<file path="src/rtl/core/assert_macros.svh">
// Assertion macros for the RTL files of the quadrature decoder.
`ifndef ASSERT_MACROS_SVH
`define ASSERT_MACROS_SVH

// Checked on every rising clock edge while the block is out of reset.
`define QD_ASSERT(lbl, prop, msg) \
  lbl: assert property (@(posedge clk_i) disable iff (!rst_ni) prop) else $error(msg);

// Checked on every rising clock edge, reset included.
`define QD_ASSERT_ALWAYS(lbl, prop, msg) \
  lbl: assert property (@(posedge clk_i) prop) else $error(msg);

`endif

</file>
<file path="src/rtl/core/qdec_pkg.sv">
package qdec_pkg;

  // Channel count by default, and the number of channels that have pins.
  localparam int unsigned CHANNELS_DEF = 4;
  localparam int unsigned PIN_CHANNELS = 4;

  // Field widths.
  localparam int unsigned HIST_W  = 4;
  localparam int unsigned COUNT_W = 8;
  localparam int unsigned CHAN_W  = 4;
  localparam int unsigned PADDR_W = 3;
  localparam int unsigned PDATA_W = 32;

  // History patterns of one forward step; a backward step reads them swapped.
  localparam logic [HIST_W-1:0] PAT_FWD_A = 4'b1001;
  localparam logic [HIST_W-1:0] PAT_FWD_B = 4'b1100;

  typedef enum logic {
    OP_SAMPLE = 1'b0,
    OP_READ   = 1'b1
  } opcode_e;

  // Register index, taken from paddr[2].
  typedef enum logic {
    REG_ENABLE_MASK = 1'b0,
    REG_NONE        = 1'b1
  } reg_idx_e;

  // Per-lane control from the top level.
  typedef struct packed {
    logic enable;
    logic clear;
    logic sample;
    logic read_clear;
  } lane_ctrl_t;

  // Occupancy of the result buffer.
  typedef struct packed {
    logic out_valid;
    logic skid_valid;
  } merge_stat_t;

endpackage

</file>
<file path="src/rtl/core/qdec_in_if.sv">
interface qdec_in_if;
  logic                          valid;
  logic                          ready;
  logic                          opcode;
  logic [qdec_pkg::PIN_CHANNELS-1:0] a_levels;
  logic [qdec_pkg::PIN_CHANNELS-1:0] b_levels;
  logic [qdec_pkg::CHAN_W-1:0]   read_channel;

  modport source (output valid, opcode, a_levels, b_levels, read_channel, input ready);
  modport sink   (input valid, opcode, a_levels, b_levels, read_channel, output ready);
endinterface

</file>
<file path="src/rtl/core/qdec_out_if.sv">
interface qdec_out_if;
  logic                               valid;
  logic                               ready;
  logic signed [qdec_pkg::COUNT_W-1:0] step_count;
  logic [qdec_pkg::CHAN_W-1:0]        echo_channel;

  modport source (output valid, step_count, echo_channel, input ready);
  modport sink   (input valid, step_count, echo_channel, output ready);
endinterface

</file>
<file path="src/rtl/core/qdec_lane.sv">
module qdec_lane (
  input  logic                         clk_i,
  input  logic                         rst_ni,
  input  qdec_pkg::lane_ctrl_t         ctrl_i,
  input  logic                         a_i,
  input  logic                         b_i,
  output logic [qdec_pkg::COUNT_W-1:0] count_o
);

  logic [qdec_pkg::HIST_W-1:0]  ha_q, ha_d, hb_q, hb_d;
  logic [qdec_pkg::COUNT_W-1:0] cnt_q, cnt_d;
  logic [qdec_pkg::HIST_W-1:0]  ha_sh, hb_sh;
  logic                         moved, fwd, bwd;

  // Shift the new levels in and look for a full step in the histories.
  always_comb begin
    ha_sh = {ha_q[qdec_pkg::HIST_W-2:0], a_i};
    hb_sh = {hb_q[qdec_pkg::HIST_W-2:0], b_i};
    moved = (a_i != ha_q[0]) || (b_i != hb_q[0]);
    fwd   = (ha_sh == qdec_pkg::PAT_FWD_A) && (hb_sh == qdec_pkg::PAT_FWD_B);
    bwd   = (ha_sh == qdec_pkg::PAT_FWD_B) && (hb_sh == qdec_pkg::PAT_FWD_A);
  end

  // Next state: a register write clears, otherwise a sample or a read acts in an enabled lane.
  always_comb begin
    ha_d  = ha_q;
    hb_d  = hb_q;
    cnt_d = cnt_q;
    if (ctrl_i.clear) begin
      ha_d  = '0;
      hb_d  = '0;
      cnt_d = '0;
    end else if (ctrl_i.enable) begin
      if (ctrl_i.sample && moved) begin
        ha_d = ha_sh;
        hb_d = hb_sh;
        if (fwd) begin
          cnt_d = cnt_q + qdec_pkg::COUNT_W'(1);
        end else if (bwd) begin
          cnt_d = cnt_q - qdec_pkg::COUNT_W'(1);
        end
      end
      if (ctrl_i.read_clear) begin
        cnt_d = '0;
      end
    end
  end

  always_ff @(posedge clk_i or negedge rst_ni) begin
    if (!rst_ni) begin
      ha_q  <= '0;
      hb_q  <= '0;
      cnt_q <= '0;
    end else begin
      ha_q  <= ha_d;
      hb_q  <= hb_d;
      cnt_q <= cnt_d;
    end
  end

  assign count_o = cnt_q;

endmodule

</file>
<file path="src/rtl/core/qdec_merge.sv">
module qdec_merge #(
  parameter int unsigned LANES = qdec_pkg::PIN_CHANNELS
) (
  input  logic                         clk_i,
  input  logic                         rst_ni,
  input  logic                         read_i,
  input  logic [qdec_pkg::CHAN_W-1:0]  read_channel_i,
  input  logic [qdec_pkg::PIN_CHANNELS-1:0] enable_i,
  input  logic [qdec_pkg::COUNT_W-1:0] counts_i [LANES],
  output logic [LANES-1:0]             read_clear_o,
  output logic                         in_ready_o,
  output qdec_pkg::merge_stat_t        stat_o,
  qdec_out_if.source                   result
);

  logic [qdec_pkg::COUNT_W-1:0] sel_count;
  logic                         out_valid_q, out_valid_d;
  logic                         skid_valid_q, skid_valid_d;
  logic [qdec_pkg::COUNT_W-1:0] out_count_q, skid_count_q;
  logic [qdec_pkg::CHAN_W-1:0]  out_chan_q, skid_chan_q;
  logic                         out_free;
  logic                         load_out, load_skid, skid_to_out;

  // Pick the count of the read channel; disabled or missing channels give zero.
  always_comb begin
    sel_count    = '0;
    read_clear_o = '0;
    for (int i = 0; i < int'(LANES); i++) begin
      if (read_channel_i == qdec_pkg::CHAN_W'(i) && enable_i[i]) begin
        sel_count       = counts_i[i];
        read_clear_o[i] = read_i;
      end
    end
  end

  // Output register with a skid stage behind it.
  always_comb begin
    out_free     = !out_valid_q || result.ready;
    skid_to_out  = out_free && skid_valid_q;
    load_out     = out_free && !skid_valid_q && read_i;
    load_skid    = !out_free && read_i;
    out_valid_d  = out_free ? (skid_valid_q || read_i) : out_valid_q;
    skid_valid_d = skid_to_out ? 1'b0 : (skid_valid_q || load_skid);
  end

  always_ff @(posedge clk_i or negedge rst_ni) begin
    if (!rst_ni) begin
      out_valid_q  <= 1'b0;
      skid_valid_q <= 1'b0;
    end else begin
      out_valid_q  <= out_valid_d;
      skid_valid_q <= skid_valid_d;
    end
  end

  always_ff @(posedge clk_i) begin
    if (skid_to_out) begin
      out_count_q <= skid_count_q;
      out_chan_q  <= skid_chan_q;
    end else if (load_out) begin
      out_count_q <= sel_count;
      out_chan_q  <= read_channel_i;
    end
    if (load_skid) begin
      skid_count_q <= sel_count;
      skid_chan_q  <= read_channel_i;
    end
  end

  assign in_ready_o          = !skid_valid_q;
  assign stat_o.out_valid    = out_valid_q;
  assign stat_o.skid_valid   = skid_valid_q;
  assign result.valid        = out_valid_q;
  assign result.step_count   = out_count_q;
  assign result.echo_channel = out_chan_q;

endmodule

</file>
<file path="src/rtl/core/multi_quadrature_decoder_unit.sv">
// Channel   Role    Transfer carries
// sample_i  sink    opcode, a_levels, b_levels, read_channel
// result_o  source  step_count, echo_channel (one per read, none per sample)
// APB       slave   enable_mask at byte address 0
//
// At the edge that accepts an item, the enabled lanes update their histories
// and counts, and a read result is loaded into the result or skid register.
// A result register and a skid stage let one more read in while a result is
// stalled; the input stalls only when both are full.
// Reset clears the enable mask, all histories and all counts at once.
`include "assert_macros.svh"

module multi_quadrature_decoder_unit #(
  parameter int unsigned CHANNELS = qdec_pkg::CHANNELS_DEF
) (
  input  logic                          clk_i,
  input  logic                          rst_ni,
  qdec_in_if.sink                       sample_i,
  qdec_out_if.source                    result_o,
  input  logic                          psel,
  input  logic                          penable,
  input  logic                          pwrite,
  input  logic [qdec_pkg::PADDR_W-1:0]  paddr,
  input  logic [qdec_pkg::PDATA_W-1:0]  pwdata,
  output logic [qdec_pkg::PDATA_W-1:0]  prdata,
  output logic                          pready
);

  // Only channels with pins get a lane.
  localparam int unsigned LANES = (CHANNELS < qdec_pkg::PIN_CHANNELS) ?
                                  CHANNELS : qdec_pkg::PIN_CHANNELS;

  logic [qdec_pkg::PIN_CHANNELS-1:0] enable_q;
  logic                              cfg_wr;
  logic                              in_xfer, do_sample, do_read;
  logic [qdec_pkg::COUNT_W-1:0]      lane_count [LANES];
  logic [LANES-1:0]                  read_clear;
  qdec_pkg::lane_ctrl_t              lane_ctrl [LANES];
  qdec_pkg::merge_stat_t             mstat;
  logic                              in_ready;

  // Register port.
  assign pready = 1'b1;
  assign cfg_wr = psel && penable && pwrite &&
                  (paddr[2] == qdec_pkg::REG_ENABLE_MASK);

  always_comb begin
    prdata = '0;
    if (paddr[2] == qdec_pkg::REG_ENABLE_MASK) begin
      prdata = qdec_pkg::PDATA_W'(enable_q);
    end
  end

  always_ff @(posedge clk_i or negedge rst_ni) begin
    if (!rst_ni) begin
      enable_q <= '0;
    end else if (cfg_wr) begin
      enable_q <= pwdata[qdec_pkg::PIN_CHANNELS-1:0];
    end
  end

  // Input transfer decode.
  assign sample_i.ready = in_ready;
  assign in_xfer   = sample_i.valid && in_ready;
  assign do_sample = in_xfer && (sample_i.opcode == qdec_pkg::OP_SAMPLE);
  assign do_read   = in_xfer && (sample_i.opcode == qdec_pkg::OP_READ);

  // One decoder lane per channel that has pins.
  for (genvar g = 0; g < LANES; g++) begin : g_lane
    always_comb begin
      lane_ctrl[g].enable     = enable_q[g];
      lane_ctrl[g].clear      = cfg_wr && pwdata[g];
      lane_ctrl[g].sample     = do_sample;
      lane_ctrl[g].read_clear = read_clear[g];
    end

    qdec_lane u_lane (
      .clk_i   (clk_i),
      .rst_ni  (rst_ni),
      .ctrl_i  (lane_ctrl[g]),
      .a_i     (sample_i.a_levels[g]),
      .b_i     (sample_i.b_levels[g]),
      .count_o (lane_count[g])
    );
  end

  // Read selection and result buffering.
  qdec_merge #(
    .LANES (LANES)
  ) u_merge (
    .clk_i          (clk_i),
    .rst_ni         (rst_ni),
    .read_i         (do_read),
    .read_channel_i (sample_i.read_channel),
    .enable_i       (enable_q),
    .counts_i       (lane_count),
    .read_clear_o   (read_clear),
    .in_ready_o     (in_ready),
    .stat_o         (mstat),
    .result         (result_o)
  );

  // Checks on the result buffer and on read-and-clear.
  `QD_ASSERT(a_skid_needs_out, mstat.skid_valid |-> mstat.out_valid, "skid full, output empty")
  `QD_ASSERT(a_sample_no_result, do_sample && !mstat.out_valid |=> !mstat.out_valid, "sample made a result")
  `QD_ASSERT(a_ready_skid, in_ready != mstat.skid_valid, "ready out of step with skid")
  for (genvar k = 0; k < LANES; k++) begin : g_chk
    `QD_ASSERT(a_read_clears, read_clear[k] |=> lane_count[k] == '0, "read did not clear count")
  end

endmodule

</file>
<file path="src/flat_wrapper.sv">
// flat-port wrapper written by rule: the top's interface ports become plain ports
module multi_quadrature_decoder_unit_flat 
#(
  parameter int unsigned CHANNELS = qdec_pkg::CHANNELS_DEF
)
  (clk_i, rst_ni, psel, penable, pwrite, paddr, pwdata, prdata, pready, sample_i_valid, sample_i_opcode, sample_i_a_levels, sample_i_b_levels, sample_i_read_channel, sample_i_ready, result_o_valid, result_o_step_count, result_o_echo_channel, result_o_ready);
  qdec_in_if sample_i_i ();
  qdec_out_if result_o_i ();
  input  logic clk_i;
  input  logic rst_ni;
  input  logic psel;
  input  logic penable;
  input  logic pwrite;
  input  logic [qdec_pkg::PADDR_W-1:0] paddr;
  input  logic [qdec_pkg::PDATA_W-1:0] pwdata;
  output logic [qdec_pkg::PDATA_W-1:0] prdata;
  output logic pready;
  input wire logic [$bits(sample_i_i.valid)-1:0] sample_i_valid;
  input wire logic [$bits(sample_i_i.opcode)-1:0] sample_i_opcode;
  input wire logic [$bits(sample_i_i.a_levels)-1:0] sample_i_a_levels;
  input wire logic [$bits(sample_i_i.b_levels)-1:0] sample_i_b_levels;
  input wire logic [$bits(sample_i_i.read_channel)-1:0] sample_i_read_channel;
  output wire logic [$bits(sample_i_i.ready)-1:0] sample_i_ready;
  output wire logic [$bits(result_o_i.valid)-1:0] result_o_valid;
  output wire logic [$bits(result_o_i.step_count)-1:0] result_o_step_count;
  output wire logic [$bits(result_o_i.echo_channel)-1:0] result_o_echo_channel;
  input wire logic [$bits(result_o_i.ready)-1:0] result_o_ready;
  assign sample_i_i.valid = sample_i_valid;
  assign sample_i_i.opcode = sample_i_opcode;
  assign sample_i_i.a_levels = sample_i_a_levels;
  assign sample_i_i.b_levels = sample_i_b_levels;
  assign sample_i_i.read_channel = sample_i_read_channel;
  assign sample_i_ready = sample_i_i.ready;
  assign result_o_valid = result_o_i.valid;
  assign result_o_step_count = result_o_i.step_count;
  assign result_o_echo_channel = result_o_i.echo_channel;
  assign result_o_i.ready = result_o_ready;
  multi_quadrature_decoder_unit #(.CHANNELS(CHANNELS)) u_core (.clk_i(clk_i), .rst_ni(rst_ni), .sample_i(sample_i_i), .result_o(result_o_i), .psel(psel), .penable(penable), .pwrite(pwrite), .paddr(paddr), .pwdata(pwdata), .prdata(prdata), .pready(pready));
endmodule
</file>
<file path="config.mk">
export PLATFORM = sky130hd
export DESIGN_NAME = multi_quadrature_decoder_unit_flat
export DESIGN_NICKNAME = d
export VERILOG_FILES = /design/src/rtl/core/qdec_pkg.sv /design/src/rtl/core/qdec_in_if.sv /design/src/rtl/core/qdec_out_if.sv /design/src/rtl/core/qdec_lane.sv /design/src/rtl/core/qdec_merge.sv /design/src/rtl/core/multi_quadrature_decoder_unit.sv /design/src/flat_wrapper.sv
export VERILOG_INCLUDE_DIRS = /design/src /design/src/rtl/core
export SDC_FILE = /design/constraint.sdc
export NUM_CORES = 1
export LEC_CHECK = 0
export BUFFER_PORTS_ARGS = -buffer_cell sky130_fd_sc_hd__buf_2
export CORE_ASPECT_RATIO = 0.9
export CORE_MARGIN = 2
export CORE_UTILIZATION = 55
export DETAILED_ROUTE_END_ITERATION = 8
export PLACE_DENSITY = 0.79
export SLEW_MARGIN = 30
export SYNTH_ARGS = -nofsm -noshare
export SYNTH_HDL_FRONTEND = slang
export SYNTH_SLANG_ARGS = --single-unit
</file>
<file path="constraint.sdc">
create_clock -name clk_i -period 3.8 [get_ports clk_i]
set_input_delay 1.14 -clock clk_i [delete_from_list [all_inputs] [get_ports clk_i]]
set_output_delay 1.14 -clock clk_i [all_outputs]
set_load 0.02 [all_outputs]
</file>
# Yosys cells after proc, flatten, opt, wreduce, memory -nomap -nowiden
# Cells that the tools add are included.
[totals]
elab_cells = 184
register_bits = 86
out_inout_bits = 47
[op_classes]
n_reduce_logical = 66
n_mux = 62
bitwise_logic = 2
eq_ne = 27
add_sub_neg = 8
[ops]
columns = ["operator", "count"]
rows = [
  ["$mux W8", 30],
  ["$mux W3", 24],
  ["$eq A4 B4 Y1 const B", 16],
  ["$add A8 B1 Y8 const B", 4],
  ["$sub A8 B1 Y8 const B", 4],
  ["$logic_and A1 B1 Y1", 30],
  ["$reduce_bool A2 Y1", 9],
  ["$reduce_bool A4 Y1", 4],
  ["$mux W4", 3],
  ["$reduce_and A3 Y1", 4],
  ["$reduce_bool A3 Y1", 4],
  ["$eq A4 B2 Y1 const B", 2],
  ["$ne A1 B1 Y1", 8],
  ["$reduce_and A2 Y1", 4],
  ["$logic_or A1 B1 Y1", 7],
  ["$mux W1", 5],
  ["$eq A4 B1 Y1 const B", 1],
  ["$logic_not A4 Y1", 1],
  ["$logic_not A1 Y1", 3],
  ["$not A1 Y1", 2],
]

# Longest topological paths before layout
[logic_depth]
word_depth = 8
depth_mapped = 12
mapped_depth_nobuf = 11

# Modules after synthesis
# Synthesis repeated with hierarchy kept, for this count alone.
[unflattened]
hier_cells = 578
area_unflattened_um2 = 5761.8
[by_module_without_submodules]
columns = ["module", "instances", "area_each_um2", "cells_per_inst"]
rows = [
  ["qdec_lane at u_core.g_lane[2].u_lane ...", 2, 970.9, 99],
  ["qdec_lane at u_core.g_lane[0].u_lane ...", 2, 965.9, 99],
  ["qdec_merge", 1, 1402.6, 130],
  ["multi_quadrature_decoder_unit", 1, 485.5, 52],
]

# Least setup slack after synthesis
# Ideal clock, no wire load.
[synth_path]
path_kind = "input-to-reg"
from = "input sample_i_b_levels[2]"
to = "register u_core.g_lane[2].u_lane.cnt_q, in the netlist u_core.g_lane[2].u_lane.count_o[7]"
path_buffers = 0
slack_ns = 0.337
stages = 11
setup_time_ns = 0.138
arrival_time_ns = 3.326
cell_sequence = "inv_1 > ha_1 > nand4b_1 > nor2_1 > inv_1 > ha_1 > a21oi_1 > o221ai_1 > o41ai_1 > mux2i_1 > o311ai_2"
[synth_between]
elab_chain_len = 7
elab_cells_between_ends = 15
[synth_rtl]
columns = ["element", "line_no", "text"]
rows = [
  ["start, declared", "flat_wrapper.sv:21", "input wire logic [$bits(sample_i_i.b_levels)-1:0] sample_i_b_levels;"],
  ["$eq A4 B4 Y1", "qdec_lane.sv:20", "fwd = (ha_sh == qdec_pkg::PAT_FWD_A) && (hb_sh == qdec_pkg::PAT_FWD_B);"],
  ["$logic_and A1 B1 Y1", "qdec_lane.sv:20", ""],
  ["$mux W8", "qdec_lane.sv:37", "if (fwd) begin"],
  ["$mux W8", "qdec_lane.sv:34", "if (ctrl_i.sample && moved) begin"],
  ["$mux W8", "qdec_lane.sv:43", "if (ctrl_i.read_clear) begin"],
  ["$mux W8", "qdec_lane.sv:33", "end else if (ctrl_i.enable) begin"],
  ["$mux W8", "qdec_lane.sv:29", "if (ctrl_i.clear) begin"],
  ["end signal, assigned", "qdec_lane.sv:57", "cnt_q <= cnt_d;"],
  ["end, declared", "qdec_lane.sv:11", "logic [qdec_pkg::COUNT_W-1:0] cnt_q, cnt_d;"],
]
# Several ways; a longest one is shown, not always the timed one. The select of a mux whose other input is x is not followed.
# A chain may end at the register's enable or synchronous reset.

# Final worst setup path
[layout_path]
from = "input sample_i_b_levels[0]"
to = "register u_core.g_lane[0].u_lane.cnt_q, in the netlist u_core.g_lane[0].u_lane.count_o[7]"
[layout_between]
elab_chain_len = 7
elab_cells_between_ends = 15
[layout_rtl]
columns = ["element", "line_no"]
rows = [
  ["$eq A4 B4 Y1", "qdec_lane.sv:20"],
  ["$logic_and A1 B1 Y1", "qdec_lane.sv:20"],
  ["$mux W8", "qdec_lane.sv:37"],
  ["$mux W8", "qdec_lane.sv:34"],
  ["$mux W8", "qdec_lane.sv:43"],
  ["$mux W8", "qdec_lane.sv:33"],
  ["$mux W8", "qdec_lane.sv:29"],
  ["end signal, assigned", "qdec_lane.sv:57"],
  ["end, declared", "qdec_lane.sv:11"],
]
# Several ways; a longest one is shown, not always the timed one. The select of a mux whose other input is x is not followed.

==> run summary <==
Run status = finished, final reports clean
Finish-stage setup viols = 0
Layout cells sized above 1 = 15.6%
IO Pins = 102
Syn Area/Cell = 9.79 um2
Via count normalized by instance count = 5.80
Wire length of the first global-routing pass = 20.6 mm
Maximum clock path buffer count = 2
Number of global-route vias before repair = 4345
Pin slew with the least headroom to its limit = 0.668 ns
Die boundary height = 99.9 um
Clock tree from TritonCTS = done
Final net count = 727
Count of pins over their slew limit = 0
Number of standard cells after synthesis = 574
Filler Cells Inserted = 780
Count of synthesis-stage warnings from yosys = 0
Startpoint of the lowest-slack register-to-register path = u_core.g_lane[2].u_lane.ha_q[0]
Flop and latch count out of synthesis = 86
Final hold violation count = 0
Number of enable-type register cells in the synthesized netlist = 24
Total Neg Setup Slack = 0 ns
Routed Antenna Nets = 0
Critical Path Source Type = input pin
Crit path max fanout = 5
Wirelength, routed = 12.4 mm
CP Class = in2reg
Crit path required time = 4.02 ns
Timing endpoint of the critical path = u_core.g_lane[0].u_lane.count_o[7]
Antenna violations before repair = 0
Area growth syn-to-layout = 11.0%
Unique cell type count in the Yosys netlist = 62
Routability cong. = 0.831
Max stage delay on crit path = 0.35 ns
Post-CTS setup buffer count = 0
Site Rows = 34
Fmax = 295 MHz
Clock transition at the register clock pins on the worst setup and hold paths after CTS = 0.07 ns
Worst setup path startpoint = sample_i_b_levels[0]
Clock root buffer master = sky130_fd_sc_hd__clkbuf_16
Skew final = 0.0106 ns
Share of the cycle needed by the critical path after routing = 89.1%
Unrepaired setup endpoints after global routing = false
Final min period = 3.39 ns
WL per Instance = 16.4 um
Worst-Skew Late Latency = 0.34 ns
Power consumption = 3890 uW
Pin count of the biggest net entering global routing = 49
Number of cells upsized or downsized after cts = 0
Chip width = 111 um
Residual DRC count = 0
Number of buffers created by CTS = 9
Portion of synthesized cell area occupied by the leading cell type = 27.6%
Worst Reg2Reg Path Length in Cells = 12
Predominant post-synthesis flop cell = sky130_fd_sc_hd__dfrtp_1
Detailed-route via count = 4402
Length of the first detailed-routing pass in iterations = 5
Share of async-settable or async-resettable flops after synthesis = 72.1%
Static leakage = 0.00281 uW
Initial core utilization = 57.4%
Total congestion overflow = 0
Final HPWL DP = 9.61 mm
Die outline area = 0.0110 mm2
FF+latch area = 0.00227 mm2
R2r endpoint = u_core.g_lane[2].u_lane.count_o[7]
IR drop worst, VDD = 442 uV
Initial DRC count = 256
Netlist area before placement = 0.00562 mm2
Power density relative to cell area = 624 mW/mm2
Endpoint kind of the worst setup timing path = register
Core Region = 0.00978 mm2
# port buffers = 42
Cell with the biggest individual delay on the critical path = sky130_fd_sc_hd__mux2_2
Crit path arrival time = 3.61 ns
Sequential cell area fraction in the yosys report = 40.5%
Antenna Diode Count = 0
Max Cap Viol = 0
Total Routing Usage GR = 22.9%
Area of combinational cells with multiple inputs = 0.00301 mm2
R2R setup slack = 0.91 ns
Number of clock sinks = 86
Cell type with the largest total area after synthesis = sky130_fd_sc_hd__dfrtp_1
Tightest slew margin relative to the limit = 55.5%
Maximum level of the CTS H-tree = 3
Path type of the worst min-delay path = reg2reg
Critical path cell sequence = buf_2 > inv_1 > ha_1 > nand4b_1 > nor2_1 > inv_1 > ha_1 > a21oi_1 > o211ai_1 > o41ai_1 > buf_4 > mux2i_1 > mux2_2
Top post-synthesis cells by area = sky130_fd_sc_hd__dfrtp_1 (28%), sky130_fd_sc_hd__edfxtp_1 (13%), sky130_fd_sc_hd__ha_1 (8.9%)
# hold bufs at CTS = 0
[cells in the mapped netlist (10+ instances only)]
cell type                   n
sky130_fd_sc_hd__a21oi_1   23
sky130_fd_sc_hd__inv_1     47
sky130_fd_sc_hd__dfrtp_1   62
sky130_fd_sc_hd__nand2_1   59
sky130_fd_sc_hd__nor3_1    15
sky130_fd_sc_hd__nor2b_1   14
sky130_fd_sc_hd__mux2i_1   14
sky130_fd_sc_hd__ha_1      40
sky130_fd_sc_hd__buf_4     29
sky130_fd_sc_hd__a22oi_1   17
sky130_fd_sc_hd__mux2_2    10
sky130_fd_sc_hd__edfxtp_1  24
sky130_fd_sc_hd__o21ai_0   15
sky130_fd_sc_hd__nor2_1    48
sky130_fd_sc_hd__o31ai_1   10
sky130_fd_sc_hd__nand3_1   10
[sequential cells by signal (all words and copies together), names as in the netlist]
register                            count
u_core.u_merge.result.step_count        8
u_core.g_lane.u_lane.count_o           32
u_core.u_merge.result.valid             1
u_core.g_lane.u_lane.hb_q              12
u_core.g_lane.u_lane.ha_q              12
u_core.u_merge.skid_valid_q             1
u_core.u_merge.skid_chan_q              4
u_core.u_merge.skid_count_q             8
u_core.u_merge.result.echo_channel      4
u_core.enable_q                         4
[worst min-delay path by stage]
stage / start / to / slack [ns] / cells after the start
after detailed placement: u_core.g_lane[3].u_lane.count_o[4] / u_core.g_lane[3].u_lane.count_o[4] / 0.51 / 2
final: u_core.g_lane[3].u_lane.count_o[3] / u_core.g_lane[3].u_lane.count_o[3] / 0.52 / 2
after global routing: u_core.g_lane[1].u_lane.count_o[2] / u_core.g_lane[1].u_lane.count_o[2] / 0.55 / 2
after CTS: u_core.g_lane[3].u_lane.count_o[2] / u_core.g_lane[3].u_lane.count_o[2] / 0.52 / 2
after global placement: u_core.g_lane[3].u_lane.count_o[2] / u_core.g_lane[3].u_lane.count_o[2] / 0.49 / 2
after floorplan: u_core.g_lane[3].u_lane.count_o[2] / u_core.g_lane[3].u_lane.count_o[2] / 0.47 / 2
[area by class of cell]
cell class / count / area share (%)
inverter: 47 / 2.83
multi-input combinational: 427 / 48.3
clock inverter: 7 / 1.08
sequential: 86 / 36.5
tap: 126 / 2.53
timing repair buffer: 57 / 5.18
clock buffer: 9 / 3.61
[layer usage]
metal | share of wire, % | wire length [um] | global-route usage [%]
met4 | 1.6 | 195 | 6.83
met5 | 0 | 0 | 0
met3 | 4.4 | 552 | 3.68
met2 | 50 | 6180 | 40.9
met1 | 44 | 5510 | 29.0
[kinds of logic (layout without fill, tap and decap cells)]
logic type      count (synthesis)  after routing  synth area share, %
compound gates                133            133                 18.1
simple gates                  187            187                 17.0
flops                          86             86                 40.5
other cells                     2             29                0.134
fa+ha+maj                      44             44                 10.3
mux                            24             24                 4.50
buf+inv                        88            120                 7.91
xor+xnor                       10             10                 1.56
[power by group]
group          internal (uW)  switching, uW
clock                    456            388
combinational            724            899
sequential              1200            223
total                   2380           1510
[through the flow]
stage / utilization [%] / setup slack, ns / std cells / hold slack (ns) / instance area, um2
global placement: 60.6 / 0.138 / 743 / 0.485 / 5930
CTS: 63.6 / 0.419 / 759 / 0.521 / 6230
floorplan: - / 0.337 / 601 / 0.470 / 5720
global route: 63.7 / 0.254 / 759 / 0.546 / 6230
finish: 63.7 / 0.414 / 759 / 0.523 / 6230
detailed placement: 60.7 / 0.0604 / 743 / 0.507 / 5930
[cells in the final DEF (no fill, tap or decap), types with 9 or more instances in the layout]
cell	n
sky130_fd_sc_hd__clkbuf_16	9
sky130_fd_sc_hd__nor3_1	15
sky130_fd_sc_hd__o21ai_0	15
sky130_fd_sc_hd__nor2_1	48
sky130_fd_sc_hd__dfrtp_1	62
sky130_fd_sc_hd__ha_1	40
sky130_fd_sc_hd__buf_2	42
sky130_fd_sc_hd__conb_1	29
sky130_fd_sc_hd__inv_1	47
sky130_fd_sc_hd__a21oi_1	22
sky130_fd_sc_hd__edfxtp_1	24
sky130_fd_sc_hd__nand3_1	10
sky130_fd_sc_hd__xnor2_1	9
sky130_fd_sc_hd__nor2b_1	14
sky130_fd_sc_hd__nand4b_1	9
sky130_fd_sc_hd__mux2i_1	14
sky130_fd_sc_hd__nand2_1	59
sky130_fd_sc_hd__a22oi_1	17
sky130_fd_sc_hd__buf_4	15
sky130_fd_sc_hd__mux2_2	10
sky130_fd_sc_hd__o31ai_1	10
[critical path, delay by kind of cell]
family          cells  cell delay [ns]
compound gates      3             0.69
buf+inv             4             0.50
mux                 2             0.53
simple gates        2             0.30
fa+ha+maj           2             0.45
(Power assumes the default switching activity.)
